$ cat src/sphere_lambert_diffuse_cosine_assert.svh
// assertion macros for the diffuse cosine block
// included by the top level, which supplies clock and reset names
`ifndef SPHERE_LAMBERT_DIFFUSE_COSINE_ASSERT_SVH
`define SPHERE_LAMBERT_DIFFUSE_COSINE_ASSERT_SVH

// same-cycle implication, disabled while in reset
`define SLDC_ASSERT_IMP(lbl, clk, rst_n, ante, cons, msg) \
  lbl: assert property (@(posedge clk) disable iff (!rst_n) (ante) |-> (cons)) \
    else $error(msg);

// next-cycle implication, disabled while in reset
`define SLDC_ASSERT_NXT(lbl, clk, rst_n, ante, cons, msg) \
  lbl: assert property (@(posedge clk) disable iff (!rst_n) (ante) |=> (cons)) \
    else $error(msg);

`endif

$ cat src/sldc_pkg.sv
// shared types and constants for the sphere diffuse cosine pipeline
// no dependencies
`default_nettype none
package sldc_pkg;

  localparam int RESULT_FRAC_BITS = 16;
  localparam int RES_W            = RESULT_FRAC_BITS + 1;
  localparam int FRONT_STAGES     = 4;
  localparam int DOT_STAGES       = 2;
  localparam int ROOT_STAGES      = 32;
  localparam int DIV_STAGES       = RESULT_FRAC_BITS + 2;

  typedef struct packed {
    logic [31:0]        hit_distance;
    logic signed [31:0] ray_dir_x;
    logic signed [31:0] ray_dir_y;
    logic signed [31:0] ray_dir_z;
    logic signed [31:0] center_x;
    logic signed [31:0] center_y;
    logic signed [31:0] center_z;
  } sldc_in_t;

  typedef struct packed {
    logic [RES_W-1:0] diffuse_factor;
    logic             degenerate;
  } sldc_out_t;

  // block-scaled normal and light vector
  typedef struct packed {
    logic             deg;
    logic [2:0]       nsg;
    logic [2:0]       lsg;
    logic [2:0][29:0] nm;
    logic [2:0][29:0] lm;
  } sldc_vec_t;

  typedef struct packed {
    logic               deg;
    logic signed [63:0] dot;
    logic [63:0]        n2;
    logic [63:0]        l2;
  } sldc_sums_t;

  // two square roots in flight plus the dot product riding along
  typedef struct packed {
    logic               deg;
    logic signed [63:0] dot;
    logic [63:0]        xn;
    logic [63:0]        rn;
    logic [63:0]        xl;
    logic [63:0]        rl;
  } sldc_root_t;

  typedef struct packed {
    logic             deg;
    logic             done;
    logic [63:0]      r;
    logic [61:0]      den;
    logic [RES_W-1:0] q;
  } sldc_div_t;

endpackage
`default_nettype wire

$ cat src/sldc_root_step.sv
// one digit of both integer square roots, registered
// depends on sldc_pkg
`default_nettype none
module sldc_root_step import sldc_pkg::*; #(
  parameter int STEP = 0
) (
  input  wire logic       clk,
  input  wire logic       rst_n,
  input  wire logic       i_valid,
  input  wire sldc_root_t i_d,
  output logic            o_valid,
  output sldc_root_t      o_d
);

  localparam logic [63:0] BIT = 64'd1 << (62 - 2 * STEP);

  sldc_root_t d_nxt;
  logic       v_r;
  sldc_root_t d_r;

  always_comb begin
    logic [63:0] tn, tl;
    d_nxt = i_d;
    tn = i_d.rn + BIT;
    tl = i_d.rl + BIT;
    if (i_d.xn >= tn) begin
      d_nxt.xn = i_d.xn - tn;
      d_nxt.rn = (i_d.rn >> 1) + BIT;
    end else begin
      d_nxt.rn = i_d.rn >> 1;
    end
    if (i_d.xl >= tl) begin
      d_nxt.xl = i_d.xl - tl;
      d_nxt.rl = (i_d.rl >> 1) + BIT;
    end else begin
      d_nxt.rl = i_d.rl >> 1;
    end
  end

  always_ff @(posedge clk) begin
    if (!rst_n) v_r <= 1'b0;
    else        v_r <= i_valid;
    d_r <= d_nxt;
  end

  assign o_valid = v_r;
  assign o_d     = d_r;

endmodule
`default_nettype wire

$ cat config.mk
export PLATFORM = sky130hd
export DESIGN_NAME = sldc_root_step
export DESIGN_NICKNAME = d
export VERILOG_FILES = /design/src/sphere_lambert_diffuse_cosine_assert.svh /design/src/sldc_pkg.sv /design/src/sldc_root_step.sv
export SDC_FILE = /design/constraint.sdc
export NUM_CORES = 1
export LEC_CHECK = 0
export CAP_MARGIN = 25
export CORE_AREA = 2 2 251 253
export CTS_CLUSTER_SIZE = 12
export DETAILED_ROUTE_END_ITERATION = 10
export DIE_AREA = 0 0 253 255
export DONT_BUFFER_PORTS = 1
export PLACE_DENSITY = 0.43
export SLEW_MARGIN = 20
export SYNTH_ARGS = -nofsm -noshare
export SYNTH_HDL_FRONTEND = slang
export SYNTH_SLANG_ARGS = --single-unit
export TNS_END_PERCENT = 20
$ cat constraint.sdc
create_clock -name clk -period 2.9 [get_ports clk]
set_clock_uncertainty 0.15 [all_clocks]
set_input_delay 0.145 -clock clk [delete_from_list [all_inputs] [get_ports clk]]
set_output_delay 0.145 -clock clk [all_outputs]
set_load 0.1 [all_outputs]
# Word level (Yosys, flattened, before mapping)
# Cells that the tools add are included.
# op_classes
add_sub_neg	6
muxes	4
div	0
n_lt_le_gt_ge	2
multipliers	0
bitwise	0
reduce_logical	0
shift	0
eq_ne	0
# op_table
cell	count
adder 63 x 63 -> 64 bit (second input constant)	2
adder 64 x 63 -> 64 bit (second input constant)	2
greater-or-equal comparator 64 bit	2
2-to-1 mux 64 bit	2
subtractor 64 bit	2
2-to-1 mux 63 bit	2
# totals
out_inout_bits	322
mem_bits_ro	0
memories	0
input_bits	324
ramBits	0
word_cells	21
reg_bits	322
latchBits	0

# Depth between registers and ports, before layout
# depth
ltp_word	3
mapped_depth	16
depth_no_buf	13

# Worst setup path after synthesis
# No wires, ideal clock.
# synth_path
path_kind	in2reg
startpoint	input i_d[192] in the netlist's numbering
endpoint	register d_r (netlist bit o_d[255])
setup_ns	0.062
slack_ns	-0.114
required_ns	2.688
arrival_time_ns	2.802
path_buffers	1
cell_stages	14
path_cell_list	inv_1 ha_1 fa_1 nand2b_1 a211oi_1 o21bai_1 a21oi_1 o21ai_1 a31oi_2 o21bai_2 a21o_1 buf_6 or4_1 nand3_1
# synth_rtl
item	line_no	text
start, declared	sldc_root_step.sv:10	input wire sldc_root_t i_d,
end signal, assigned	sldc_root_step.sv:43	d_r <= d_nxt;
end, declared	sldc_root_step.sv:19	sldc_root_t d_r;

==> impl_metrics.py <==
metrics = {
    "run_status": {
        "outcome": "finished with violations",
        "violations": "negative hold slack",
    },
    "synthesis": {
        "synth_top_area_cell": "dfxtp_1",
        "syn_nets": 2385,
        "synth.distinct_cells": 71,
        "ys_ff_latch": 322,
        "yosysSeqAreaShare_pct": 39.9,
        "synth_area_um2": 16200,
        "syn_inst": 1931,
        "yosys-top-cells-area": "dfxtp_1 40%, ha_1 9.9%, o21ai_0 6.2%",
        "yosysWarnings": 0,
        "synth_top_area_share_pct": 39.9,
        "yosysMostFrequentCell": "dfxtp_1",
        "postSynthAreaPerCell_um2": 8.37,
        "async_flop_share_pct": 0,
        "ys.flop_type": "dfxtp_1",
        "synth_common_cells": "322 x dfxtp_1, 238 x nand2_1, 201 x o21ai_0",
        "synth-edff-count": 0,
    },
    "clock_tree": {
        "cts_buffers": 36,
        "clk_pin_slew_ns": 0.06,
        "root_buffer": "clkbuf_16",
        "cts_max_level": 2,
        "cts_buffer_depth": 3,
        "cts_tree": "done",
        "cts_sinks": 322,
    },
    "sta": {
        "fin_crit_ns": 2.80,
        "worstMarginPinSlew_ns": 1.10,
        "hold_ws_ns": -0.521,
        "setup_viol": 0,
        "finalCritPeriodShare_pct": 96.7,
        "drv_slew": 0,
        "hold_viol": 43,
        "max_freq_mhz": 357,
        "rsz0062_at_grt": "yes",
        "max_slew_margin_pct": 26.4,
    },
    "floorplan": {
        "design.core.area_um2": 62200,
        "placement_rows": 92,
        "die_area_um2": 64500,
        "die_w_um": 253,
        "start_util_pct": 26.0,
        "ioPinCount": 646,
        "die_h_um": 255,
    },
    "placed_design": {
        "hpwl_mm": 51.1,
        "dpl-instance-area_um2": 19400,
        "placed_cells": 2980,
        "gp_congestion": 0.891,
        "port-buffer-count": 0,
    },
    "route": {
        "firstDrtPassIters": 5,
        "drc_errors": 0,
        "drt_wl_total_mm": 67.4,
        "ant_nets": 0,
        "drt_iter0_drc": 689,
        "vias_per_cell": 4.73,
        "vias": 16500,
        "wire_per_inst_um": 19.3,
    },
    "setup_path": {
        "worstPathArrival_ns": 3.06,
        "cp-start-kind": "input pin",
        "required_ns": 3.16,
        "cp-startpoint": "i_d[100]",
        "path_max_fanout": 3,
        "worst_setup_path_end_kind": "register",
        "critPathCapture": "o_d[127]",
        "critical_path_class": "input pin to register",
    },
    "grt": {
        "overflow": 0,
        "grtUsageTotal_pct": 19.4,
        "grt_max_degree": 39,
        "antenna_found_initial": 4,
        "grt_pass1_wl_mm": 98.0,
        "grt_pass1_vias": 17300,
    },
    "cells_and_area": {
        "fin_nets": 3122,
        "drive_above_1_share_pct": 16.6,
        "layoutNonFillerInstCount": 3488,
        "stdcell_area_um2": 25200,
        "syn_to_final_growth_pct": 56.1,
    },
    "power_and_ir_drop": {
        "irDropWorstVdd_mv": 0.500,
        "leakage_nw": 11.5,
        "power_density_nw_per_um2": 694,
    },
    "run": {
        "cap_violations": 0,
    },
    "hold_path": {
        "hold_path_class": "input pin to register",
    },
}
[sequential cells by signal, indices dropped and copies added, names as in the netlist]
signal and cells:
o_d 321, o_valid 1
[report_power, final]
part,internal (W),switching (W),total (W)
logic,0.00189,0.00192,0.00381
registers,0.00497,0.00417,0.00914
clock network,0.00269,0.00186,0.00456
[cells by family after synthesis]
group,share of synthesized area [%]
AO/OA/AOI/OAI,22.3
AND/OR/NAND/NOR,15.0
flip-flops,39.9
buffers and inverters,5.98
adder cells (fa/ha/maj),10.2
XOR/XNOR,6.07
multiplexers,0.542
[layer usage]
layer | track usage (%) | wire (um) | part of all wire [%] | up-vias
met3 | 4.80 | 4190 | 6.2 | 103
met5 | 0 | 13 | 0.019 | -
met4 | 5.98 | 2030 | 3.0 | 2
met1 | 20.7 | 25700 | 38 | 7705
met2 | 37.3 | 35400 | 53 | 498
li1 | - | - | - | 8181
[worst min-delay path by stage]
stage / start / end / slack (ns) / depth (start not counted)
final: i_d[13] / o_d[12] / -0.52 / 0
after global routing: i_d[13] / o_d[12] / -0.56 / 0
after CTS: i_d[2] / o_d[1] / -0.57 / 0
after detailed placement: i_d[319] / o_d[319] / 0.02 / 0
after global placement: i_d[259] / o_d[259] / 0.02 / 0
after floorplan: i_d[1] / o_d[0] / 0.02 / 0
[cell type report]
| type | count | area (um2) |
|---|---|---|
| fill | 6224 | 36900 |
| clock inverter | 8 | 95.1 |
| inverter | 167 | 627 |
| tap | 799 | 1000 |
| clock buffer | 49 | 1050 |
| multi-input combinational | 1363 | 8930 |
| sequential | 322 | 6450 |
| timing repair buffer | 778 | 7070 |
| antenna | 2 | 5.00 |
[what timing repair did]
item / 4_1_cts / 5_1_grt
buffers inserted: 0 / 5
resized for setup: 2 / 37
pin swaps: 0 / 10
hold buffers: 393 / 50
hold endpoints to repair: 322 / 73
gates cloned: 0 / 1
endpoints found under the setup margin: 5 / 81
[stage by stage]
stage,util (%),hold slack (ns),power (W),setup TNS (ns),worst slack [ns]
3_3_place_gp,31.2,0.0228,0.0124,-37.80,-0.633
3_5_place_dp,31.2,0.0227,0.0124,-34.78,-0.709
2_1_floorplan,-,0.0227,0.0110,-0.0273,-0.0131
4_1_cts,39.4,-0.570,0.0175,0,0.00482
5_1_grt,40.6,-0.557,0.0182,-0.424,-0.0675
6_report,40.6,-0.521,0.0175,0,0.0957
[layout by cell type (no fill, tap or decap), drive strengths merged, types with 63 or more instances in the layout]
cell,n
nor2,90
xnor2,63
ha,128
a21oi,165
a21o,69
dfxtp,322
inv,167
dlygate4sd3,443
o21ai,206
buf,334
nand2,239
[worst max-delay path, stage by stage]
cell and delay (ns):
dlygate4sd3_1 0.62, ha_1 0.34, a21oi_1 0.21, o21ai_1 0.13
a211oi_2 0.20, o31ai_1 0.13, or3_1 0.35, a21oi_1 0.20
o21ai_1 0.19, a221oi_2 0.32, xor2_1 0.15, o21ai_0 0.08
Power figures use the tool's default switching activity.
