<file path="config.mk">
export PLATFORM = sky130hd
export DESIGN_NAME = sldc_div_step
export DESIGN_NICKNAME = d
export VERILOG_FILES = /design/src/sphere_lambert_diffuse_cosine_assert.svh /design/src/sldc_pkg.sv /design/src/sldc_div_step.sv
export SDC_FILE = /design/constraint.sdc
export NUM_CORES = 1
export LEC_CHECK = 0
export ABC_AREA = 1
export BUFFER_PORTS_ARGS = -buffer_cell sky130_fd_sc_hd__buf_2
export CAP_MARGIN = 10
export CORE_MARGIN = 2
export CORE_UTILIZATION = 47
export DETAILED_ROUTE_END_ITERATION = 10
export PLACE_DENSITY_LB_ADDON = 0.1
export RECOVER_POWER = 25
export SLEW_MARGIN = 20
export SYNTH_ARGS = -nofsm -noshare
export SYNTH_HDL_FRONTEND = slang
export SYNTH_SLANG_ARGS = --single-unit
</file>
<file path="constraint.sdc">
create_clock -name clk -period 5.16 [get_ports clk]
set_input_delay 0.516 -clock clk [delete_from_list [all_inputs] [get_ports clk]]
set_output_delay 0.516 -clock clk [all_outputs]
set_load 0.1 [all_outputs]
</file>
<file path="src/sphere_lambert_diffuse_cosine_assert.svh">
// assertion macros for the diffuse cosine block
// included by the top level, which supplies clock and reset names
`ifndef SPHERE_LAMBERT_DIFFUSE_COSINE_ASSERT_SVH
`define SPHERE_LAMBERT_DIFFUSE_COSINE_ASSERT_SVH

// same-cycle implication, disabled while in reset
`define SLDC_ASSERT_IMP(lbl, clk, rst_n, ante, cons, msg) \
  lbl: assert property (@(posedge clk) disable iff (!rst_n) (ante) |-> (cons)) \
    else $error(msg);

// next-cycle implication, disabled while in reset
`define SLDC_ASSERT_NXT(lbl, clk, rst_n, ante, cons, msg) \
  lbl: assert property (@(posedge clk) disable iff (!rst_n) (ante) |=> (cons)) \
    else $error(msg);

`endif

</file>
<file path="src/sldc_pkg.sv">
// shared types and constants for the sphere diffuse cosine pipeline
// no dependencies
`default_nettype none
package sldc_pkg;

  localparam int RESULT_FRAC_BITS = 16;
  localparam int RES_W            = RESULT_FRAC_BITS + 1;
  localparam int FRONT_STAGES     = 4;
  localparam int DOT_STAGES       = 2;
  localparam int ROOT_STAGES      = 32;
  localparam int DIV_STAGES       = RESULT_FRAC_BITS + 2;

  typedef struct packed {
    logic [31:0]        hit_distance;
    logic signed [31:0] ray_dir_x;
    logic signed [31:0] ray_dir_y;
    logic signed [31:0] ray_dir_z;
    logic signed [31:0] center_x;
    logic signed [31:0] center_y;
    logic signed [31:0] center_z;
  } sldc_in_t;

  typedef struct packed {
    logic [RES_W-1:0] diffuse_factor;
    logic             degenerate;
  } sldc_out_t;

  // block-scaled normal and light vector
  typedef struct packed {
    logic             deg;
    logic [2:0]       nsg;
    logic [2:0]       lsg;
    logic [2:0][29:0] nm;
    logic [2:0][29:0] lm;
  } sldc_vec_t;

  typedef struct packed {
    logic               deg;
    logic signed [63:0] dot;
    logic [63:0]        n2;
    logic [63:0]        l2;
  } sldc_sums_t;

  // two square roots in flight plus the dot product riding along
  typedef struct packed {
    logic               deg;
    logic signed [63:0] dot;
    logic [63:0]        xn;
    logic [63:0]        rn;
    logic [63:0]        xl;
    logic [63:0]        rl;
  } sldc_root_t;

  typedef struct packed {
    logic             deg;
    logic             done;
    logic [63:0]      r;
    logic [61:0]      den;
    logic [RES_W-1:0] q;
  } sldc_div_t;

endpackage
`default_nettype wire

</file>
<file path="src/sldc_div_step.sv">
// one quotient bit of the restoring division, registered
// depends on sldc_pkg
`default_nettype none
module sldc_div_step import sldc_pkg::*; (
  input  wire logic      clk,
  input  wire logic      rst_n,
  input  wire logic      i_valid,
  input  wire sldc_div_t i_d,
  output logic           o_valid,
  output sldc_div_t      o_d
);

  sldc_div_t d_nxt;
  logic      v_r;
  sldc_div_t d_r;

  always_comb begin
    logic [63:0] r2;
    d_nxt = i_d;
    r2    = i_d.r << 1;
    // clamped and zero results pass untouched
    if (!i_d.done) begin
      d_nxt.q = i_d.q << 1;
      d_nxt.r = r2;
      if (r2 >= {2'd0, i_d.den}) begin
        d_nxt.r    = r2 - {2'd0, i_d.den};
        d_nxt.q[0] = 1'b1;
      end
    end
  end

  always_ff @(posedge clk) begin
    if (!rst_n) v_r <= 1'b0;
    else        v_r <= i_valid;
    d_r <= d_nxt;
  end

  assign o_valid = v_r;
  assign o_d     = d_r;

endmodule
`default_nettype wire

</file>
## Word-level counts from Yosys, hierarchy flattened

Cells that the tools add are included.

| word-level totals | value |
|---|---|
| bits in registers | 146 |
| bits in latches | 0 |
| memory bits (writable) | 0 |
| memory bits (read-only) | 0 |
| output and inout bits | 146 |
| logic and storage cells | 12 |
| memories | 0 |

| cells by class | value |
|---|---|
| add/sub/neg operators | 1 |
| multiply operators | 0 |
| divide/modulo/power cells | 0 |
| order comparisons | 1 |
| eq/ne operators | 0 |
| shift-type cells | 0 |
| mux-type cells | 4 |
| bitwise gates (word level) | 0 |
| reductions and logical operators | 0 |

Operator list:

| operator | count |
|---|---|
| 64-bit 2-to-1 mux | 2 |
| 64-bit by 62-bit >= comparator with 1-bit output | 1 |
| 64-bit by 62-bit subtractor with 64-bit output | 1 |
| 17-bit 2-to-1 mux | 1 |
| 1-bit 2-to-1 mux | 1 |

## Depth between registers and ports, before layout

Gate-level depths: netlist of the first run.

| logic depth | value |
|---|---|
| word-level depth | 3 |
| mapped depth | 18 |
| gate-level depth less buffers | 18 |

## Least setup slack after synthesis of the first run

Ideal clock, no wire load.

| timing path | value |
|---|---|
| path type | input to register |
| start | input port i_d[17] (netlist bit) |
| end | register d_r, in the netlist o_d[128] |
| library setup time | 0.112 ns |
| arrival | 2.213 ns |
| required time | 5.048 ns |
| slack | 2.835 ns |
| stages on the path | 17 |
| buffers on the path | 1 |
| cells stage by stage | inv_1 -> fa_1 -> nand3_1 -> nand3_2 -> nand2_1 -> nand2_2 -> nand2_1 -> nand2_2 -> nand2_1 -> nand3_2 -> nand2_4 -> nand2_8 -> nand2_4 -> buf_6 -> nand2_1 -> nand2_1 -> nand2_1 |

RTL lines:

| element | line | text |
|---|---|---|
| from (decl) | sldc_div_step.sv:8 | `input wire sldc_div_t i_d,` |
| to (signal assigned) | sldc_div_step.sv:35 | `d_r <= d_nxt;` |
| to (decl) | sldc_div_step.sv:15 | `sldc_div_t d_r;` |

==> impl_metrics.tcl, run 1 <==
set metrics [dict create \
    outcome "complete, but fails checks" \
    violations "max-capacitance violations, max-slew violations" \
    synth_cells 1966 \
    grt_pass1_wl_mm 61.5 \
    worstPathCellList "clkbuf_1 > inv_1 > fa_1 > nand3_1 > nand3_2 > nand2_1 > nand2_2 > nand2_1 > nand2_2 > nand2_1 > nand3_2 > nand2_4 > nand2_8 > nand2_4 > o21ai_0" \
    overflow 0 \
    postCtsSetupRepairBufs 0 \
    drv_cap 1 \
    timing.fmax_mhz 300 \
    num_rows 56 \
    area_delta_synth_final_pct 20.7 \
    ctsHtreeMaxLevel 4 \
    fillers 2451 \
    wl_per_cell_um 15.7 \
    finalHoldViolCount 0 \
    period_needed_ps 3330 \
    syn-num-nets 2177 \
    diodes 0 \
    slowest_stage "fa_1" \
    ios 294 \
    dr.pass1.iters 6 \
    tns_ps 0 \
    drt-vias-per-instance 4.83 \
    core-area_um2 23300 \
    die-area_um2 24800 \
    drc 0 \
    swShare 0.481 \
    hp-start "i_d[144]" \
    drive_gt1_frac 0.155 \
    crit_path_start_kind "primary input" \
    tritoncts "yes" \
    io_buffers 293 \
    fin_nets 2461 \
    antenna_found_initial 0 \
    worst_pin_slew_ps 1840 \
    die_y_um 157 \
    p_leak_nw 8.36 \
    vias 12500 \
    gp_congestion 0.990 \
    crit_arrival_ps 3580 \
    die-width_um 157 \
    clock_power_share 0.285 \
    syn_area_per_cell_um2 5.63 \
    dp_hpwl_mm 33.2 \
    routed_wl_mm 40.5 \
    grt.total_usage 0.326 \
    yosysUniqueCellTypes 34 \
    ctsHoldBuffers 0 \
    finalCritPeriodShare 0.646 \
    synth_edf_count 0 \
    critPathKind "primary input to flop" \
    slowest_delay_ps 520 \
    maxSlewViolCount 45 \
    holdWs_ps 181 \
    clk_path_buf_depth 2 \
    critical_path.top_delay_family "simple AND/OR/NAND/NOR gates" \
    final_common_cell "nand2_1" \
    grt_pass1_vias 11400 \
    syn_area_um2 11100 \
    ctsRootBufferMaster "clkbuf_16" \
    numCtsBuffers 17 \
    initialDrtViolationCount 975 \
    seq_power_share 0.281 \
    drtAntennaViolNets 0 \
    rsz0062_at_grt "false" \
    ys_seq_elements 146 \
    comb_power_share 0.434 \
    ir_worst_vdd_mv 0.209 \
    endpoint_kind "flop" \
    yosysSeqAreaShare 0.264 \
    layout_common_cells "nand2_1 (939), inv_1 (389), buf_2 (272)" \
    cts_resized 0 \
    cts_sinks 146 \
    path_max_fanout 64 \
    grt_max_degree 65 \
    p_sw_mw 2.17 \
    hold_path_class "primary input to flop" \
    worst_ep_required_time_ps 5410 \
    setup_viol 0 \
    power_density_nw_per_um2 337 \
    start_util 0.476 \
    clk_pin_slew_ps 70 \
    power.internal_mw 2.34 \
    worst_path_most_repeated_cell "nand2_1" \
    maxSlewHeadroom -0.231 \
    async_flop_share 0 \
    hold_path_depth 1 \
    ys.flop_type "dfxtp_1" \
    yosysWarnings 0 \
    hold-path-endpoint "o_d[144]" \
    worst-path-buf-inv 2 \
]
power groups by stage:
stage | Sequential (mW) | Clock [mW] | Combinational (mW)
floorplan | 2.11 | 0 | 0.687
global placement | 1.29 | 0 | 1.93
detailed placement | 1.29 | 0 | 1.94
CTS | 1.27 | 1.30 | 1.94
global route | 1.28 | 1.35 | 2.09
finish | 1.27 | 1.29 | 1.96
registers in the layout (all words and copies together) (netlist names):
signal / cells
o_valid: 1
o_d: 145
synthesized netlist by cell type, types with 4 or more instances:
library cell    n  share of area
nand2_1       939           0.32
inv_1         388           0.13
dfxtp_1       146           0.26
nor2_1         99          0.034
nand3_1        95          0.043
ha_1           62          0.070
a21oi_1        49          0.022
nand3b_1       39          0.026
xnor2_1        31          0.025
nand4_1        19          0.011
inv_2          15         0.0051
clkbuf_1       13         0.0044
buf_2          11         0.0050
nor2_2         11         0.0062
nor3_1          9         0.0041
o21ai_0         7         0.0032
nand2_2         5         0.0028
buf_1           4         0.0014
per-stage QoR:
stage                     std cells   util  setup WS (ps)  power, mW  cell area (um2)
after floorplan                1966      -           2840       2.80            11100
after global placement         2550  0.550           1670       3.21            12800
after detailed placement       2550  0.550           1500       3.23            12800
after CTS                      2582  0.576           1960       4.51            13400
after global routing           2582  0.574           1610       4.72            13400
final                          2582  0.574           1830       4.51            13400
kinds of logic (layout without fill, tap and decap cells):
family / after synthesis / in the layout / share of synthesized area
and+or+nand+nor: 1229 / 1229 / 0.459
AOI/OAI and AO/OA: 61 / 61 / 0.0286
DFF: 146 / 146 / 0.264
adders and majority gates: 63 / 63 / 0.0719
xor gates and xnor gates: 31 / 31 / 0.0245
buffers and inverters: 436 / 733 / 0.151
per-layer routing:
metal | vias up | global-route usage | wire length, um
li1 | 6397 | - | -
met1 | 5524 | 0.463 | 19300
met2 | 512 | 0.509 | 17200
met3 | 40 | 0.0534 | 3150
met4 | 0 | 0.0879 | 828
met5 | - | 0 | 0
worst max-delay path by stage:
stage / from / depth (start not counted) / slack [ps] / end
6_report: i_d[17] / 15 / 1830 / o_d[0]
2_1_floorplan: i_d[17] / 17 / 2840 / o_d[128]
3_3_place_gp: i_d[17] / 17 / 1670 / o_d[128]
4_1_cts: i_d[17] / 17 / 1960 / o_d[129]
3_5_place_dp: i_d[17] / 17 / 1500 / o_d[129]
5_1_grt: i_d[17] / 17 / 1610 / o_d[129]
cell type report:
cell class / count / area [um2] / area share
multi-input cells: 1384 / 6470 / 0.484
flip-flops and latches: 146 / 2920 / 0.219
inverters: 404 / 1520 / 0.113
repair buffers: 297 / 1470 / 0.110
clock buffers: 17 / 425 / 0.0318
well taps: 319 / 399 / 0.0299
clock inverters: 15 / 160 / 0.0120
No activity file was read; power rests on OpenSTA's default activity.
==> run 2: changes to the inputs <==
==> constraint.sdc (replaced) <==
create_clock -name clk -period 3.36 [get_ports clk]
set_input_delay 0.336 -clock clk [delete_from_list [all_inputs] [get_ports clk]]
set_output_delay 0.336 -clock clk [all_outputs]
set_load 0.1 [all_outputs]
==> impl_metrics.tcl, run 2 (same netlist as run 1, synthesis figures left out) <==
set metrics [dict create \
    maxSlewViolCount 82 \
    critical_path.top_delay_family "simple AND/OR/NAND/NOR gates" \
    worst_ep_required_time_ps 3690 \
    grt.total_usage 0.323 \
    drt-vias-per-instance 4.87 \
    path_max_fanout 27 \
    grt_pass1_vias 11300 \
    overflow 0 \
    final_common_cell "nand2_1" \
    grt_pass1_wl_mm 60.4 \
    crit_arrival_ps 3290 \
    worstPathCellList "dlygate4sd3_1 > buf_2 > inv_1 > ha_1 > nand2_1 > nor2_2 > nand2_1 > nor2_2 > nand4_1 > nand3_2 > nand2_4 > nand2_8 > buf_4 > nand3_1 > nand2_1 > nand2_1" \
    p_leak_nw 8.38 \
    tns_ps 0 \
    numCtsBuffers 17 \
    antenna_found_initial 0 \
    hold_path_class "primary input to flop" \
    cts_resized 0 \
    drive_gt1_frac 0.155 \
    die-width_um 157 \
    finalCritPeriodShare 0.881 \
    diodes 0 \
    power_density_nw_per_um2 517 \
    clk_pin_slew_ps 70 \
    endpoint_kind "flop" \
    wl_per_cell_um 15.7 \
    cts_sinks 146 \
    fin_nets 2466 \
    clk_path_buf_depth 2 \
    dr.pass1.iters 6 \
    tritoncts "yes" \
    place_area_um2 12800 \
    drc 0 \
    core-area_um2 23300 \
    area_delta_synth_final_pct 21.0 \
    outcome "complete, but fails checks" \
    die-area_um2 24800 \
    initialDrtViolationCount 997 \
    routed_wl_mm 40.6 \
    maxSlewHeadroom -0.185 \
    gp_congestion 0.982 \
    ctsHtreeMaxLevel 4 \
    ios 294 \
    vias 12600 \
    setup_viol 0 \
    die_y_um 157 \
    hp-start "i_d[72]" \
    drtAntennaViolNets 0 \
    crit_path_start_kind "primary input" \
    largest_reg_flops 145 \
    postCtsSetupRepairBufs 0 \
    worst_pin_slew_ps 1780 \
    slowest_stage "dlygate4sd3_1" \
    layout_common_cells "nand2_1 (939), inv_1 (388), buf_2 (270)" \
    slowest_delay_ps 520 \
    drv_cap 1 \
    rsz0062_at_grt "false" \
    ctsRootBufferMaster "clkbuf_16" \
    worst_path_most_repeated_cell "nand2_1" \
    ir_worst_vdd_mv 0.351 \
    num_rows 56 \
    hold-path-endpoint "o_d[72]" \
    critPathKind "primary input to flop" \
    grt_max_degree 82 \
    design_area_um2 13400 \
    finalHoldViolCount 0 \
    hold_path_depth 1 \
    dp_hpwl_mm 33.4 \
    period_needed_ps 2960 \
    holdWs_ps 7.88 \
    violations "max-capacitance violations, max-slew violations" \
    timing.fmax_mhz 338 \
    worst-path-buf-inv 4 \
    io_buffers 293 \
    start_util 0.476 \
]
## run 2: changes by cell type in the layout (fill, tap and decap cells not counted), moves of 2 or more
cell and change:
dlygate4sd3_1 +2, clkinv_4 -3, buf_1 -2, buf_4 +2, buf_2 -2, clkbuf_1 +4
## run 2: how the worst max path moves through the flow
| stage | startpoint | end | slack [ps] | cells after the start |
|---|---|---|---|---|
| finish | i_d[39] | o_d[131] | 400 | 16 |
| global route | i_d[39] | o_d[131] | 250 | 16 |
| CTS | i_d[39] | o_d[133] | 440 | 16 |
| detailed placement | i_d[33] | o_d[131] | 430 | 15 |
| global placement | i_d[33] | o_d[135] | 460 | 15 |
| floorplan | i_d[17] | o_d[128] | 1220 | 17 |
## run 2: timing repair
action | in CTS | in global routing
endpoints found under the setup margin | 0 | 0
hold buffers | 2 | 0
endpoints found under the hold margin | 2 | 0
## run 2: area by class of cell
| type | count | area [um2] |
|---|---|---|
| Inverter | 404 | 1520 |
| Sequential cell | 146 | 2920 |
| Multi-Input combinational cell | 1384 | 6470 |
| Tap cell | 319 | 399 |
| Clock buffer | 18 | 439 |
| Timing Repair Buffer | 302 | 1510 |
| Clock inverter | 14 | 144 |
| Fill cell | 2465 | 9860 |
## run 2: layer usage
layer  GRT usage  vias to the layer above  routed length (um)
met1       0.451                     5629               18900
met2       0.495                      497               17100
li1            -                     6409                   -
met4       0.105                        0                1040
met5           0                        -                   0
met3      0.0658                       54                3540
## run 2: metrics by stage
step / total power [mW] / setup WS (ps) / std cells / util
floorplan: 4.30 / 1220 / 1966 / -
global placement: 4.94 / 455 / 2553 / 0.551
detailed placement: 4.96 / 434 / 2553 / 0.551
CTS: 6.93 / 440 / 2587 / 0.577
global route: 7.23 / 250 / 2587 / 0.576
finish: 6.92 / 398 / 2587 / 0.576
## run 2: where the power goes
| group | total (mW) | internal [mW] | leakage (nW) | switching (mW) |
|---|---|---|---|---|
| combinational | 3.01 | 0.636 | 6.86 | 2.37 |
| clock | 1.97 | 1.07 | 0.281 | 0.903 |
| sequential | 1.94 | 1.90 | 1.23 | 0.0414 |
==> run 3: changes to the inputs <==
--- a/config.mk
+++ b/config.mk
@@ -9,9 +9,9 @@
 export BUFFER_PORTS_ARGS = -buffer_cell sky130_fd_sc_hd__buf_2
 export CAP_MARGIN = 10
 export CORE_MARGIN = 2
-export CORE_UTILIZATION = 47
+export CORE_UTILIZATION = 54
 export DETAILED_ROUTE_END_ITERATION = 10
-export PLACE_DENSITY_LB_ADDON = 0.1
+export PLACE_DENSITY = 0.94
 export RECOVER_POWER = 25
 export SLEW_MARGIN = 20
 export SYNTH_ARGS = -nofsm -noshare
==> constraint.sdc (replaced) <==
create_clock -name clk -period 3.14 [get_ports clk]
set_input_delay 0.314 -clock clk [delete_from_list [all_inputs] [get_ports clk]]
set_output_delay 0.314 -clock clk [all_outputs]
set_load 0.1 [all_outputs]
==> impl_metrics.tcl, run 3 (same netlist as run 1, synthesis figures left out) <==
set metrics [dict create \
    outcome "complete, but fails checks" \
    violations "max-capacitance violations, max-slew violations" \
    num_rows 52 \
    vias 13400 \
    wirelength_met1_mm 18.6 \
    routed_wl_mm 44.0 \
    p_total_mw 7.49 \
    hold_path_class "primary input to flop" \
    ctsRootBufferMaster "clkbuf_16" \
    grt_max_degree 82 \
    period_needed_ps 3030 \
    gp_congestion 1.06 \
    dr.pass1.iters 6 \
    endpoint_kind "flop" \
    finalHoldViolCount 0 \
    tns_ps 0 \
    wl_per_cell_um 17.0 \
    timing.fmax_mhz 330 \
    start_util 0.549 \
    drt-vias-per-instance 5.19 \
    grt.total_usage 0.400 \
    dp_slack_ps 238 \
    area_delta_synth_final_pct 25.0 \
    clk_pin_slew_ps 70 \
    cts_sinks 146 \
    die-width_um 147 \
    holdWs_ps 27.3 \
    setup_viol 0 \
    io_buffers 293 \
    final_common_cell "nand2_1" \
    antenna_found_initial 0 \
    fin_nets 2518 \
    drtAntennaViolNets 0 \
    p_leak_nw 8.54 \
    drive_gt1_frac 0.142 \
    top_layer_used "met4" \
    dp_hpwl_mm 34.4 \
    drv_cap 1 \
    path_max_fanout 32 \
    maxSlewHeadroom -0.200 \
    core-area_um2 20200 \
    numCtsBuffers 17 \
    crit_path_start_kind "primary input" \
    layout_common_cells "nand2_1 (939), inv_1 (389), buf_2 (245)" \
    wl_met3_mm 4.01 \
    initialDrtViolationCount 1276 \
    dr_wl_met2_mm 19.7 \
    regArea_um2 2920 \
    critPathKind "primary input to flop" \
    fillers 1762 \
    tritoncts "yes" \
    power_density_nw_per_um2 542 \
    die_y_um 147 \
    grt_pass1_wl_mm 67.2 \
    ios 294 \
    crit_arrival_ps 3350 \
    rsz0062_at_grt "false" \
    diodes 0 \
    ir_worst_vdd_mv 0.375 \
    ctsHtreeMaxLevel 4 \
    largest_reg_flops 145 \
    postCtsSetupRepairBufs 0 \
    clk_path_buf_depth 2 \
    finalCritPeriodShare 0.965 \
    worst_pin_slew_ps 1800 \
    worst_slack_ps 110 \
    grt_pass1_vias 12600 \
    maxSlewViolCount 82 \
    die-area_um2 21700 \
    worst_ep_required_time_ps 3460 \
    multi_input_area_um2 6470 \
    overflow 0 \
    drc 0 \
]
==> run 3: cell count changes in the layout (fill, tap and decap cells not counted), moves of 2 or more <==
cell | previous run | this run
dlygate4sd3_1 | 2 | 51
buf_2 | 270 | 245
clkbuf_1 | 23 | 47
clkinv_4 | 0 | 2
==> run 3: path summary, 6_finish.rpt <==
kind                      end  cells past startpoint  slack, ps  startpoint
worst max-delay path  o_d[96]                     17        110     i_d[17]
worst min-delay path  o_d[26]                      1         30     i_d[26]
==> run 3: area by class of cell <==
| type | count | area share |
|---|---|---|
| flip-flops and latches | 146 | 0.211 |
| inverters | 404 | 0.110 |
| well taps | 270 | 0.0244 |
| multi-input cells | 1384 | 0.468 |
| clock buffers | 18 | 0.0317 |
| clock inverters | 14 | 0.0103 |
| repair buffers | 354 | 0.145 |
==> run 3: per-layer routing <==
layer,track usage,vias up
li1,-,6520
met1,0.531,6051
met2,0.654,749
met3,0.0689,118
met4,0.145,0
met5,0,-
==> run 3: through the flow <==
step	utilization	instance area [um2]	std cells
final	0.686	13800	2590
after CTS	0.688	13900	2589
after detailed placement	0.635	12800	2507
after global placement	0.635	12800	2507
after floorplan	-	11100	1966
after global routing	0.686	13800	2590
==> run 3: power by group <==
part | leakage, nW | internal, mW | switching, mW
Clock | 0.283 | 1.14 | 0.948
Sequential | 1.23 | 2.04 | 0.0506
Combinational | 7.02 | 0.723 | 2.60
==> run 3: worst max-delay path: stages <==
cell and delay (ps):
dlygate4sd3_1 540, buf_2 130, inv_1 110, fa_1 510, nand3_1 120, nand3_2 130
nand2_1 110, nand2_2 90, nand2_1 80, nand2_2 90, nand2_1 110, nand3_2 110
nand2_4 120, buf_6 310, nand3b_1 220, nand3_1 190, nand2_1 60
==> run 3: timing repair <==
action                     in CTS  in global routing
hold endpoints to repair       50                  1
setup endpoints to repair       0                  8
gates resized for setup         0                  1
hold buffers                   50                  1
